==> config.mk <==
export PLATFORM = sky130hd
export DESIGN_NAME = sum16_frame_parser
export DESIGN_NICKNAME = d
export VERILOG_FILES = /design/src/rtl/sfp_pkg.sv /design/src/rtl/sfp_front.sv /design/src/rtl/sfp_queue.sv /design/src/rtl/sfp_back.sv /design/src/rtl/sum16_frame_parser.sv
export SDC_FILE = /design/constraint.sdc
export NUM_CORES = 1
export LEC_CHECK = 0
export ABC_AREA = 1
export BUFFER_PORTS_ARGS = -buffer_cell sky130_fd_sc_hd__buf_2
export CAP_MARGIN = 15
export CELL_PAD_IN_SITES_DETAIL_PLACEMENT = 1
export CELL_PAD_IN_SITES_GLOBAL_PLACEMENT = 1
export CORE_AREA = 2 2 153 155
export CTS_CLUSTER_DIAMETER = 60
export DETAILED_ROUTE_END_ITERATION = 12
export DIE_AREA = 0 0 155 157
export HOLD_SLACK_MARGIN = 0.12
export PLACE_DENSITY = 0.85
export SLEW_MARGIN = 20
export SYNTH_ARGS = -nofsm -noshare
export SYNTH_HDL_FRONTEND = slang
export SYNTH_HIERARCHICAL = 1
export SYNTH_SLANG_ARGS = --single-unit
export TNS_END_PERCENT = 30
==> constraint.sdc <==
create_clock -name aclk -period 6.4 [get_ports aclk]
set_input_delay 0.96 -clock aclk [delete_from_list [all_inputs] [get_ports aclk]]
set_output_delay 0.96 -clock aclk [all_outputs]
set_load 0.005 [all_outputs]
==> src/rtl/sfp_pkg.sv <==
package sfp_pkg;

    localparam int unsigned BYTE_W   = 8;
    localparam int unsigned POS_W    = 9;
    localparam int unsigned SUM_W    = 16;
    localparam int unsigned ADDR_W   = 16;
    localparam int unsigned REG_IDX_W = 1;

    // frame layout: bytes 0..8 are header and control, payload starts at 9
    localparam logic [POS_W-1:0] POS_HDR1     = 9'd0;
    localparam logic [POS_W-1:0] POS_HDR2     = 9'd1;
    localparam logic [POS_W-1:0] POS_SRC_HI   = 9'd2;
    localparam logic [POS_W-1:0] POS_SRC_LO   = 9'd3;
    localparam logic [POS_W-1:0] POS_DST_HI   = 9'd4;
    localparam logic [POS_W-1:0] POS_DST_LO   = 9'd5;
    localparam logic [POS_W-1:0] POS_CTRL     = 9'd6;
    localparam logic [POS_W-1:0] POS_FUNC     = 9'd7;
    localparam logic [POS_W-1:0] POS_LEN      = 9'd8;
    localparam logic [POS_W-1:0] POS_PAYLOAD  = 9'd9;
    localparam logic [POS_W-1:0] FRAME_OVERHEAD = 9'd11;

    localparam logic [REG_IDX_W-1:0] REG_HEADER_FIRST  = 1'b0;
    localparam logic [REG_IDX_W-1:0] REG_HEADER_SECOND = 1'b1;

    typedef enum logic [1:0] {
        KIND_PAYLOAD = 2'd0,
        KIND_OK      = 2'd1,
        KIND_BAD_HDR = 2'd2,
        KIND_BAD_CKS = 2'd3
    } result_kind_t;

    typedef enum logic [3:0] {
        OP_HDR1,
        OP_HDR2,
        OP_BAD_HDR,
        OP_SRC_HI,
        OP_SRC_LO,
        OP_DST_HI,
        OP_DST_LO,
        OP_CTRL,
        OP_FUNC,
        OP_LEN,
        OP_PAYLOAD,
        OP_CKS_HI,
        OP_CKS_LO
    } op_t;

    typedef struct packed {
        op_t               op;
        logic [BYTE_W-1:0] data;
        logic [BYTE_W-1:0] index;   // payload position for OP_PAYLOAD
    } cmd_t;

endpackage

==> src/rtl/sfp_front.sv <==
module sfp_front (
    input  logic                        aclk,
    input  logic                        aresetn,
    input  logic                        cfg_wr_en,
    input  logic [sfp_pkg::REG_IDX_W-1:0] cfg_index,
    input  logic [sfp_pkg::BYTE_W-1:0]  cfg_wdata,
    input  logic                        s_valid,
    input  logic                        q_ready,
    input  logic [sfp_pkg::BYTE_W-1:0]  s_rx_byte,
    output logic                        push,
    output sfp_pkg::cmd_t               cmd
);
    import sfp_pkg::*;

    logic [BYTE_W-1:0] hdr_first_reg;
    logic [BYTE_W-1:0] hdr_second_reg;
    logic [POS_W-1:0]  pos_reg, pos_next;
    logic              match_reg, match_next;
    logic [BYTE_W-1:0] len_reg, len_next;
    logic [POS_W-1:0]  cks_pos;
    logic [POS_W-1:0]  pay_index;

    assign push      = s_valid & q_ready;
    assign cks_pos   = POS_PAYLOAD + {1'b0, len_reg};
    assign pay_index = pos_reg - POS_PAYLOAD;

    always_comb begin
        pos_next   = pos_reg + 9'd1;
        match_next = match_reg;
        len_next   = len_reg;
        cmd.data   = s_rx_byte;
        cmd.index  = '0;
        cmd.op     = OP_CKS_LO;
        priority if (pos_reg == POS_HDR1) begin
            cmd.op     = OP_HDR1;
            match_next = (s_rx_byte == hdr_first_reg);
        end else if (pos_reg == POS_HDR2) begin
            if (!match_reg || s_rx_byte != hdr_second_reg) begin
                cmd.op     = OP_BAD_HDR;
                pos_next   = POS_HDR1;
                match_next = 1'b0;
            end else begin
                cmd.op = OP_HDR2;
            end
        end else if (pos_reg == POS_SRC_HI) begin
            cmd.op = OP_SRC_HI;
        end else if (pos_reg == POS_SRC_LO) begin
            cmd.op = OP_SRC_LO;
        end else if (pos_reg == POS_DST_HI) begin
            cmd.op = OP_DST_HI;
        end else if (pos_reg == POS_DST_LO) begin
            cmd.op = OP_DST_LO;
        end else if (pos_reg == POS_CTRL) begin
            cmd.op = OP_CTRL;
        end else if (pos_reg == POS_FUNC) begin
            cmd.op = OP_FUNC;
        end else if (pos_reg == POS_LEN) begin
            cmd.op   = OP_LEN;
            len_next = s_rx_byte;
        end else if (pos_reg < cks_pos) begin
            cmd.op    = OP_PAYLOAD;
            cmd.index = pay_index[BYTE_W-1:0];
        end else if (pos_reg == cks_pos) begin
            cmd.op = OP_CKS_HI;
        end else begin
            cmd.op     = OP_CKS_LO;
            pos_next   = POS_HDR1;
            match_next = 1'b0;
        end
    end

    always_ff @(posedge aclk) begin
        if (!aresetn) begin
            hdr_first_reg  <= '0;
            hdr_second_reg <= '0;
        end else if (cfg_wr_en) begin
            unique case (cfg_index)
                REG_HEADER_FIRST:  hdr_first_reg  <= cfg_wdata;
                REG_HEADER_SECOND: hdr_second_reg <= cfg_wdata;
                default: ;
            endcase
        end
    end

    always_ff @(posedge aclk) begin
        if (!aresetn) begin
            pos_reg   <= POS_HDR1;
            match_reg <= 1'b0;
            len_reg   <= '0;
        end else if (push) begin
            pos_reg   <= pos_next;
            match_reg <= match_next;
            len_reg   <= len_next;
        end
    end

endmodule

==> src/rtl/sfp_queue.sv <==
module sfp_queue #(
    parameter int unsigned DEPTH = 2
) (
    input  logic          aclk,
    input  logic          aresetn,
    input  logic          push,
    input  sfp_pkg::cmd_t push_cmd,
    output logic          q_ready,
    input  logic          pop,
    output logic          q_valid,
    output sfp_pkg::cmd_t head_cmd
);
    import sfp_pkg::*;

    localparam int unsigned PTR_W = (DEPTH > 1) ? $clog2(DEPTH) : 1;
    localparam int unsigned CNT_W = $clog2(DEPTH + 1);
    localparam logic [CNT_W-1:0] FULL_COUNT = CNT_W'(DEPTH);
    localparam logic [PTR_W-1:0] LAST_PTR   = PTR_W'(DEPTH - 1);

    cmd_t             entry_reg [DEPTH];
    logic [PTR_W-1:0] wr_ptr_reg, rd_ptr_reg;
    logic [CNT_W-1:0] count_reg, count_next;

    assign q_ready  = (count_reg != FULL_COUNT);
    assign q_valid  = (count_reg != '0);
    assign head_cmd = entry_reg[rd_ptr_reg];

    always_comb begin
        count_next = count_reg;
        if (push && !pop) begin
            count_next = count_reg + CNT_W'(1);
        end else if (pop && !push) begin
            count_next = count_reg - CNT_W'(1);
        end
    end

    always_ff @(posedge aclk) begin
        if (push) begin
            entry_reg[wr_ptr_reg] <= push_cmd;
        end
    end

    always_ff @(posedge aclk) begin
        if (!aresetn) begin
            wr_ptr_reg <= '0;
            rd_ptr_reg <= '0;
            count_reg  <= '0;
        end else begin
            count_reg <= count_next;
            if (push) begin
                wr_ptr_reg <= (wr_ptr_reg == LAST_PTR) ? '0 : wr_ptr_reg + PTR_W'(1);
            end
            if (pop) begin
                rd_ptr_reg <= (rd_ptr_reg == LAST_PTR) ? '0 : rd_ptr_reg + PTR_W'(1);
            end
        end
    end

endmodule

==> src/rtl/sfp_back.sv <==
module sfp_back (
    input  logic                       aclk,
    input  logic                       aresetn,
    input  logic                       q_valid,
    input  sfp_pkg::cmd_t              head_cmd,
    output logic                       pop,
    output logic                       m_valid,
    input  logic                       m_ready,
    output logic [1:0]                 m_result_kind,
    output logic [sfp_pkg::BYTE_W-1:0] m_payload_byte,
    output logic [sfp_pkg::BYTE_W-1:0] m_payload_index,
    output logic [sfp_pkg::ADDR_W-1:0] m_source_address,
    output logic [sfp_pkg::ADDR_W-1:0] m_destination_address,
    output logic [sfp_pkg::BYTE_W-1:0] m_control_code,
    output logic [sfp_pkg::BYTE_W-1:0] m_function_code,
    output logic [sfp_pkg::BYTE_W-1:0] m_payload_length,
    output logic [sfp_pkg::POS_W-1:0]  m_frame_length,
    output logic                       m_end_of_frame
);
    import sfp_pkg::*;

    logic [SUM_W-1:0]  sum_reg, sum_next;
    logic [ADDR_W-1:0] src_reg, src_next;
    logic [ADDR_W-1:0] dst_reg, dst_next;
    logic [BYTE_W-1:0] ctrl_reg, ctrl_next;
    logic [BYTE_W-1:0] func_reg, func_next;
    logic [BYTE_W-1:0] len_reg, len_next;
    logic [BYTE_W-1:0] cks_hi_reg, cks_hi_next;
    logic [SUM_W-1:0]  sum_add;
    logic [SUM_W-1:0]  received;

    logic              out_valid_reg, out_valid_next;
    result_kind_t      kind_reg, kind_next;
    logic [BYTE_W-1:0] pbyte_reg, pbyte_next;
    logic [BYTE_W-1:0] pidx_reg, pidx_next;
    logic              with_fields;
    logic              eof_reg, eof_next;
    logic              has_result;

    // output register free or draining this cycle
    assign pop      = q_valid & (~out_valid_reg | m_ready);
    assign sum_add  = sum_reg + {{(SUM_W-BYTE_W){1'b0}}, head_cmd.data};
    assign received = {cks_hi_reg, head_cmd.data};

    always_comb begin
        sum_next    = sum_reg;
        src_next    = src_reg;
        dst_next    = dst_reg;
        ctrl_next   = ctrl_reg;
        func_next   = func_reg;
        len_next    = len_reg;
        cks_hi_next = cks_hi_reg;
        has_result  = 1'b0;
        kind_next   = KIND_PAYLOAD;
        pbyte_next  = '0;
        pidx_next   = '0;
        with_fields = 1'b1;
        eof_next    = 1'b0;
        unique case (head_cmd.op)
            OP_HDR1: sum_next = {{(SUM_W-BYTE_W){1'b0}}, head_cmd.data};
            OP_HDR2: sum_next = sum_add;
            OP_BAD_HDR: begin
                sum_next    = '0;
                has_result  = 1'b1;
                kind_next   = KIND_BAD_HDR;
                with_fields = 1'b0;
                eof_next    = 1'b1;
            end
            OP_SRC_HI: begin
                sum_next = sum_add;
                src_next = {head_cmd.data, {BYTE_W{1'b0}}};
            end
            OP_SRC_LO: begin
                sum_next = sum_add;
                src_next = {src_reg[ADDR_W-1:BYTE_W], head_cmd.data};
            end
            OP_DST_HI: begin
                sum_next = sum_add;
                dst_next = {head_cmd.data, {BYTE_W{1'b0}}};
            end
            OP_DST_LO: begin
                sum_next = sum_add;
                dst_next = {dst_reg[ADDR_W-1:BYTE_W], head_cmd.data};
            end
            OP_CTRL: begin
                sum_next  = sum_add;
                ctrl_next = head_cmd.data;
            end
            OP_FUNC: begin
                sum_next  = sum_add;
                func_next = head_cmd.data;
            end
            OP_LEN: begin
                sum_next = sum_add;
                len_next = head_cmd.data;
            end
            OP_PAYLOAD: begin
                sum_next   = sum_add;
                has_result = 1'b1;
                pbyte_next = head_cmd.data;
                pidx_next  = head_cmd.index;
            end
            OP_CKS_HI: cks_hi_next = head_cmd.data;
            OP_CKS_LO: begin
                has_result = 1'b1;
                kind_next  = (received == sum_reg) ? KIND_OK : KIND_BAD_CKS;
                eof_next   = 1'b1;
            end
            default: ;
        endcase

        out_valid_next = out_valid_reg & ~m_ready;
        if (pop && has_result) begin
            out_valid_next = 1'b1;
        end
    end

    logic [ADDR_W-1:0] o_src_reg, o_dst_reg;
    logic [BYTE_W-1:0] o_ctrl_reg, o_func_reg, o_len_reg;
    logic [POS_W-1:0]  o_flen_reg;

    always_ff @(posedge aclk) begin
        if (pop) begin
            sum_reg    <= sum_next;
            src_reg    <= src_next;
            dst_reg    <= dst_next;
            ctrl_reg   <= ctrl_next;
            func_reg   <= func_next;
            len_reg    <= len_next;
            cks_hi_reg <= cks_hi_next;
        end
        if (pop && has_result) begin
            kind_reg   <= kind_next;
            pbyte_reg  <= pbyte_next;
            pidx_reg   <= pidx_next;
            eof_reg    <= eof_next;
            o_src_reg  <= with_fields ? src_reg  : '0;
            o_dst_reg  <= with_fields ? dst_reg  : '0;
            o_ctrl_reg <= with_fields ? ctrl_reg : '0;
            o_func_reg <= with_fields ? func_reg : '0;
            o_len_reg  <= with_fields ? len_reg  : '0;
            o_flen_reg <= with_fields ? FRAME_OVERHEAD + {1'b0, len_reg} : '0;
        end
    end

    always_ff @(posedge aclk) begin
        if (!aresetn) begin
            out_valid_reg <= 1'b0;
        end else begin
            out_valid_reg <= out_valid_next;
        end
    end

    assign m_valid               = out_valid_reg;
    assign m_result_kind         = kind_reg;
    assign m_payload_byte        = pbyte_reg;
    assign m_payload_index       = pidx_reg;
    assign m_source_address      = o_src_reg;
    assign m_destination_address = o_dst_reg;
    assign m_control_code        = o_ctrl_reg;
    assign m_function_code       = o_func_reg;
    assign m_payload_length      = o_len_reg;
    assign m_frame_length        = o_flen_reg;
    assign m_end_of_frame        = eof_reg;

endmodule

==> src/rtl/sum16_frame_parser.sv <==
// Channel  | Handshake          | Payload
// ---------+--------------------+---------------------------------------------
// input    | s_valid / s_ready  | s_rx_byte
// result   | m_valid / m_ready  | m_result_kind .. m_end_of_frame (10 fields)
// config   | cfg_wr_en          | cfg_index, cfg_wdata
//
// One byte per cycle sustained while m_ready stays high. A byte is classified
// by the front end at the transfer edge and written into the queue; the back
// end sums and resolves it as it is popped and registers its result on m_valid.
// Reset clears frame position, queue, output valid and both header registers.
// With m_ready low the QUEUE_DEPTH-entry queue fills, then s_ready drops.
module sum16_frame_parser #(
    parameter int unsigned QUEUE_DEPTH = 2
) (
    input  logic                           aclk,
    input  logic                           aresetn,
    input  logic                           cfg_wr_en,
    input  logic [sfp_pkg::REG_IDX_W-1:0]  cfg_index,
    input  logic [sfp_pkg::BYTE_W-1:0]     cfg_wdata,
    input  logic                           s_valid,
    output logic                           s_ready,
    input  logic [sfp_pkg::BYTE_W-1:0]     s_rx_byte,
    output logic                           m_valid,
    input  logic                           m_ready,
    output logic [1:0]                     m_result_kind,
    output logic [sfp_pkg::BYTE_W-1:0]     m_payload_byte,
    output logic [sfp_pkg::BYTE_W-1:0]     m_payload_index,
    output logic [sfp_pkg::ADDR_W-1:0]     m_source_address,
    output logic [sfp_pkg::ADDR_W-1:0]     m_destination_address,
    output logic [sfp_pkg::BYTE_W-1:0]     m_control_code,
    output logic [sfp_pkg::BYTE_W-1:0]     m_function_code,
    output logic [sfp_pkg::BYTE_W-1:0]     m_payload_length,
    output logic [sfp_pkg::POS_W-1:0]      m_frame_length,
    output logic                           m_end_of_frame
);
    import sfp_pkg::*;

    logic q_ready, q_valid, push, pop;
    cmd_t push_cmd, head_cmd;

    assign s_ready = q_ready;

    sfp_front u_front (
        .aclk      (aclk),
        .aresetn   (aresetn),
        .cfg_wr_en (cfg_wr_en),
        .cfg_index (cfg_index),
        .cfg_wdata (cfg_wdata),
        .s_valid   (s_valid),
        .q_ready   (q_ready),
        .s_rx_byte (s_rx_byte),
        .push      (push),
        .cmd       (push_cmd)
    );

    sfp_queue #(
        .DEPTH (QUEUE_DEPTH)
    ) u_queue (
        .aclk     (aclk),
        .aresetn  (aresetn),
        .push     (push),
        .push_cmd (push_cmd),
        .q_ready  (q_ready),
        .pop      (pop),
        .q_valid  (q_valid),
        .head_cmd (head_cmd)
    );

    sfp_back u_back (
        .aclk                  (aclk),
        .aresetn               (aresetn),
        .q_valid               (q_valid),
        .head_cmd              (head_cmd),
        .pop                   (pop),
        .m_valid               (m_valid),
        .m_ready               (m_ready),
        .m_result_kind         (m_result_kind),
        .m_payload_byte        (m_payload_byte),
        .m_payload_index       (m_payload_index),
        .m_source_address      (m_source_address),
        .m_destination_address (m_destination_address),
        .m_control_code        (m_control_code),
        .m_function_code       (m_function_code),
        .m_payload_length      (m_payload_length),
        .m_frame_length        (m_frame_length),
        .m_end_of_frame        (m_end_of_frame)
    );

endmodule
==> run summary <==
Cells after Synth = 1090
Fin Setup TNS = 0 ns
Hold crit path type = flop to flop
Avg Cell Area, Syn = 10.3 um^2
Share of synthesized registers carrying an async set or reset = 0
Clk_skew = 0.0275 ns
Hold buffer count at cts = 0
Worst setup EP type = flop
Routed wire per std cell = 18.2 um
Max-slew headroom = 0.236
Tightest Pin Transition = 1.14 ns
Combinational share of power = 0.308
DRC = 0
Number of global-route vias before repair = 8340
FF+latch count, synth = 244
Commonest non-fill, non-tap cells in the layout = 215 x nor2_1, 204 x edfxtp_1, 161 x inv_1, 161 x nand2_1, 107 x buf_2
Longest Clk Path Bufs = 3
Clk pwr share = 0.260
GRT overflow = 0
Fin. Hold Viols = 0
Post-layout minimum cycle time = 3.21 ns
Final slew viol count = 0
Largest net degree at the start of global routing = 63
Register area share after synthesis = 0.619
Layout cells sized above 1 = 0.170
Cell Int Power = 0.00352 W
CTS Sinks = 244
DIE WIDTH = 155 um
Syn_nets = 1138
Placement row count = 55
DRT Wirelength = 27300 um
Fmax achieved = 0.311 GHz
R2r endpoint = u_back/m_control_code[1]$_SDFFCE_PP0P_
Router iterations before antenna repair = 5
IR drop worst, VDD = 215 uV
Area Overhead vs Synth = 13.7%
PortBufs = 107
Synth unique cells = 41
Synth Flop Type = edfxtp_1
Leakage power total = 5.47 nW
DP HPWL = 19200 um
Sequential Power Share = 0.432
Hold WS = 0.479 ns
Io pins = 108
Layout Nets = 1252
Total of max-cap violations = 0
Fin crit share = 0.502
Yosys warnings = 6
Largest register FFs = 40
Fin worst setup slack = 3.19 ns
Total power = 0.00539 W
Worst hold stages = 2
Most common cell after layout, fill and taps aside = nor2_1
Post-synth EDFFs = 204
Min-delay src = u_front/hdr_second_reg[7]$_SDFFE_PN0P_
GRT Overall Usage = 0.223
Sw power = 0.00187 W
Synth Cell Area = 11200 um^2
Ant. Diodes = 0
Total Die Area = 24300 um^2
Critical path class = flop to flop
Pwr dens = 424 nW/um^2
DRT antenna net count = 0
Via/cell ratio = 5.20
Die height = 157 um
Core area = 22500 um^2
Critical Path AT = 3.38 ns
Post-CTS resize count = 0
Setup Buffers After CTS = 0
Endpoints failing setup = 0
Unrepaired setup endpoints after global routing = no
Worst-path clk slew = 0.06 ns
Hold EP = u_front/hdr_second_reg[7]$_SDFFE_PN0P_
Critical Path RT = 6.56 ns
Worst R2R Setup Slack = 3.19 ns
Reg2reg path depth = 8
Initial antenna violation count = 0
Critical-path maximum fanout = 60
H-tree depth = 1
Root Buffer = clkbuf_16
Clock Latency Late Sink = 0.54 ns
First-pass GRT wire length = 42800 um
Status = finished clean
Starting density of the core = 0.497
Setup crit start kind = flop
Switching share of power = 0.347
Vias = 7821
Final GP Congestion = 0.870
Post-Place Worst Slack = 3.22 ns
CTS Buf Count = 26
Detailed Route Iter0 Violations = 382
CTS tree = done
[routing by layer]
| layer | track usage | part of all wire | vias to the layer above |
|---|---|---|---|
| met5 | 0 | 0 | - |
| met2 | 0.422 | 0.53 | 198 |
| met1 | 0.257 | 0.40 | 3795 |
| li1 | - | - | 3771 |
| met4 | 0.0825 | 0.030 | 0 |
| met3 | 0.0300 | 0.041 | 57 |
[layout make-up]
| cell class | instances | area, um^2 |
|---|---|---|
| Clock buffer | 32 | 693 |
| Clock inverter | 12 | 88.8 |
| Fill cell | 2450 | 9780 |
| Inverter | 173 | 651 |
| Multi-Input combinational cell | 649 | 3450 |
| Sequential cell | 244 | 6930 |
| Tap cell | 285 | 357 |
| Timing Repair Buffer | 110 | 558 |
[cells in the mapped netlist, types with 4 or more instances]
cell type / number / area [um^2]
nor2_1: 216 / 811
edfxtp_1: 204 / 6130
inv_1: 162 / 608
nand2_1: 161 / 604
dfxtp_1: 40 / 801
nand3_1: 39 / 195
a21oi_1: 34 / 170
o21ai_0: 28 / 140
ha_1: 25 / 313
xor2_1: 23 / 201
mux2_4: 20 / 300
xnor2_1: 15 / 131
nor3_1: 14 / 70.1
nor2_2: 13 / 81.3
inv_2: 11 / 41.3
o21ai_1: 11 / 55.1
nand4_1: 10 / 62.6
buf_4: 8 / 60.1
buf_2: 6 / 30.0
buf_6: 6 / 67.6
nand2_2: 6 / 37.5
o22ai_1: 6 / 37.5
clkbuf_1: 4 / 15.0
[worst max path at each step]
stage                       start                                      end  slack [ns]  cells past startpoint
final                        flop   u_back/m_control_code[1]$_SDFFCE_PP0P_        3.19                      8
after global routing         flop   u_back/m_control_code[1]$_SDFFCE_PP0P_        3.02                      8
after CTS                    flop  u_back/m_function_code[4]$_SDFFCE_PP0P_        3.23                      8
after detailed placement     flop  u_back/m_function_code[4]$_SDFFCE_PP0P_        3.22                      8
after global placement       flop   u_back/m_control_code[3]$_SDFFCE_PP0P_        3.38                      8
after floorplan           m_ready   u_back/m_control_code[0]$_SDFFCE_PP0P_        2.91                      6
[logic make-up after synthesis]
family | Yosys count | share of synthesized area
and+or+nand+nor | 477 | 0.179
xor gates and xnor gates | 38 | 0.0297
buffers and inverters | 197 | 0.0734
DFF | 244 | 0.619
adders and majority gates | 26 | 0.0297
AOI/OAI and AO/OA | 88 | 0.0424
muxes | 20 | 0.0268
[through the flow]
step                cells  instance area (um^2)   util
detailed placement   1461                 11900  0.531
floorplan            1090                 11200      -
global route         1505                 12700  0.566
finish               1505                 12700  0.566
CTS                  1505                 12700  0.566
global placement     1461                 11900  0.531
[power by group through the flow]
stage                     registers [W]  clock network (W)  logic, W
final                           0.00233            0.00140   0.00166
after floorplan                 0.00234                  0   0.00112
after global routing            0.00236            0.00148   0.00185
after CTS                       0.00233            0.00143   0.00167
after detailed placement        0.00236                  0   0.00164
after global placement          0.00234                  0   0.00153
[critical path, stage by stage, from the launching register on]
cell      delay [ns]
dfxtp_1         0.32
buf_4           0.34
mux2_4          0.36
inv_1           0.17
nand3_2         0.23
nand2_1         0.20
o21ai_1         0.14
clkinv_2        0.35
buf_4           0.69
No activity file was read; power rests on OpenSTA's default activity.
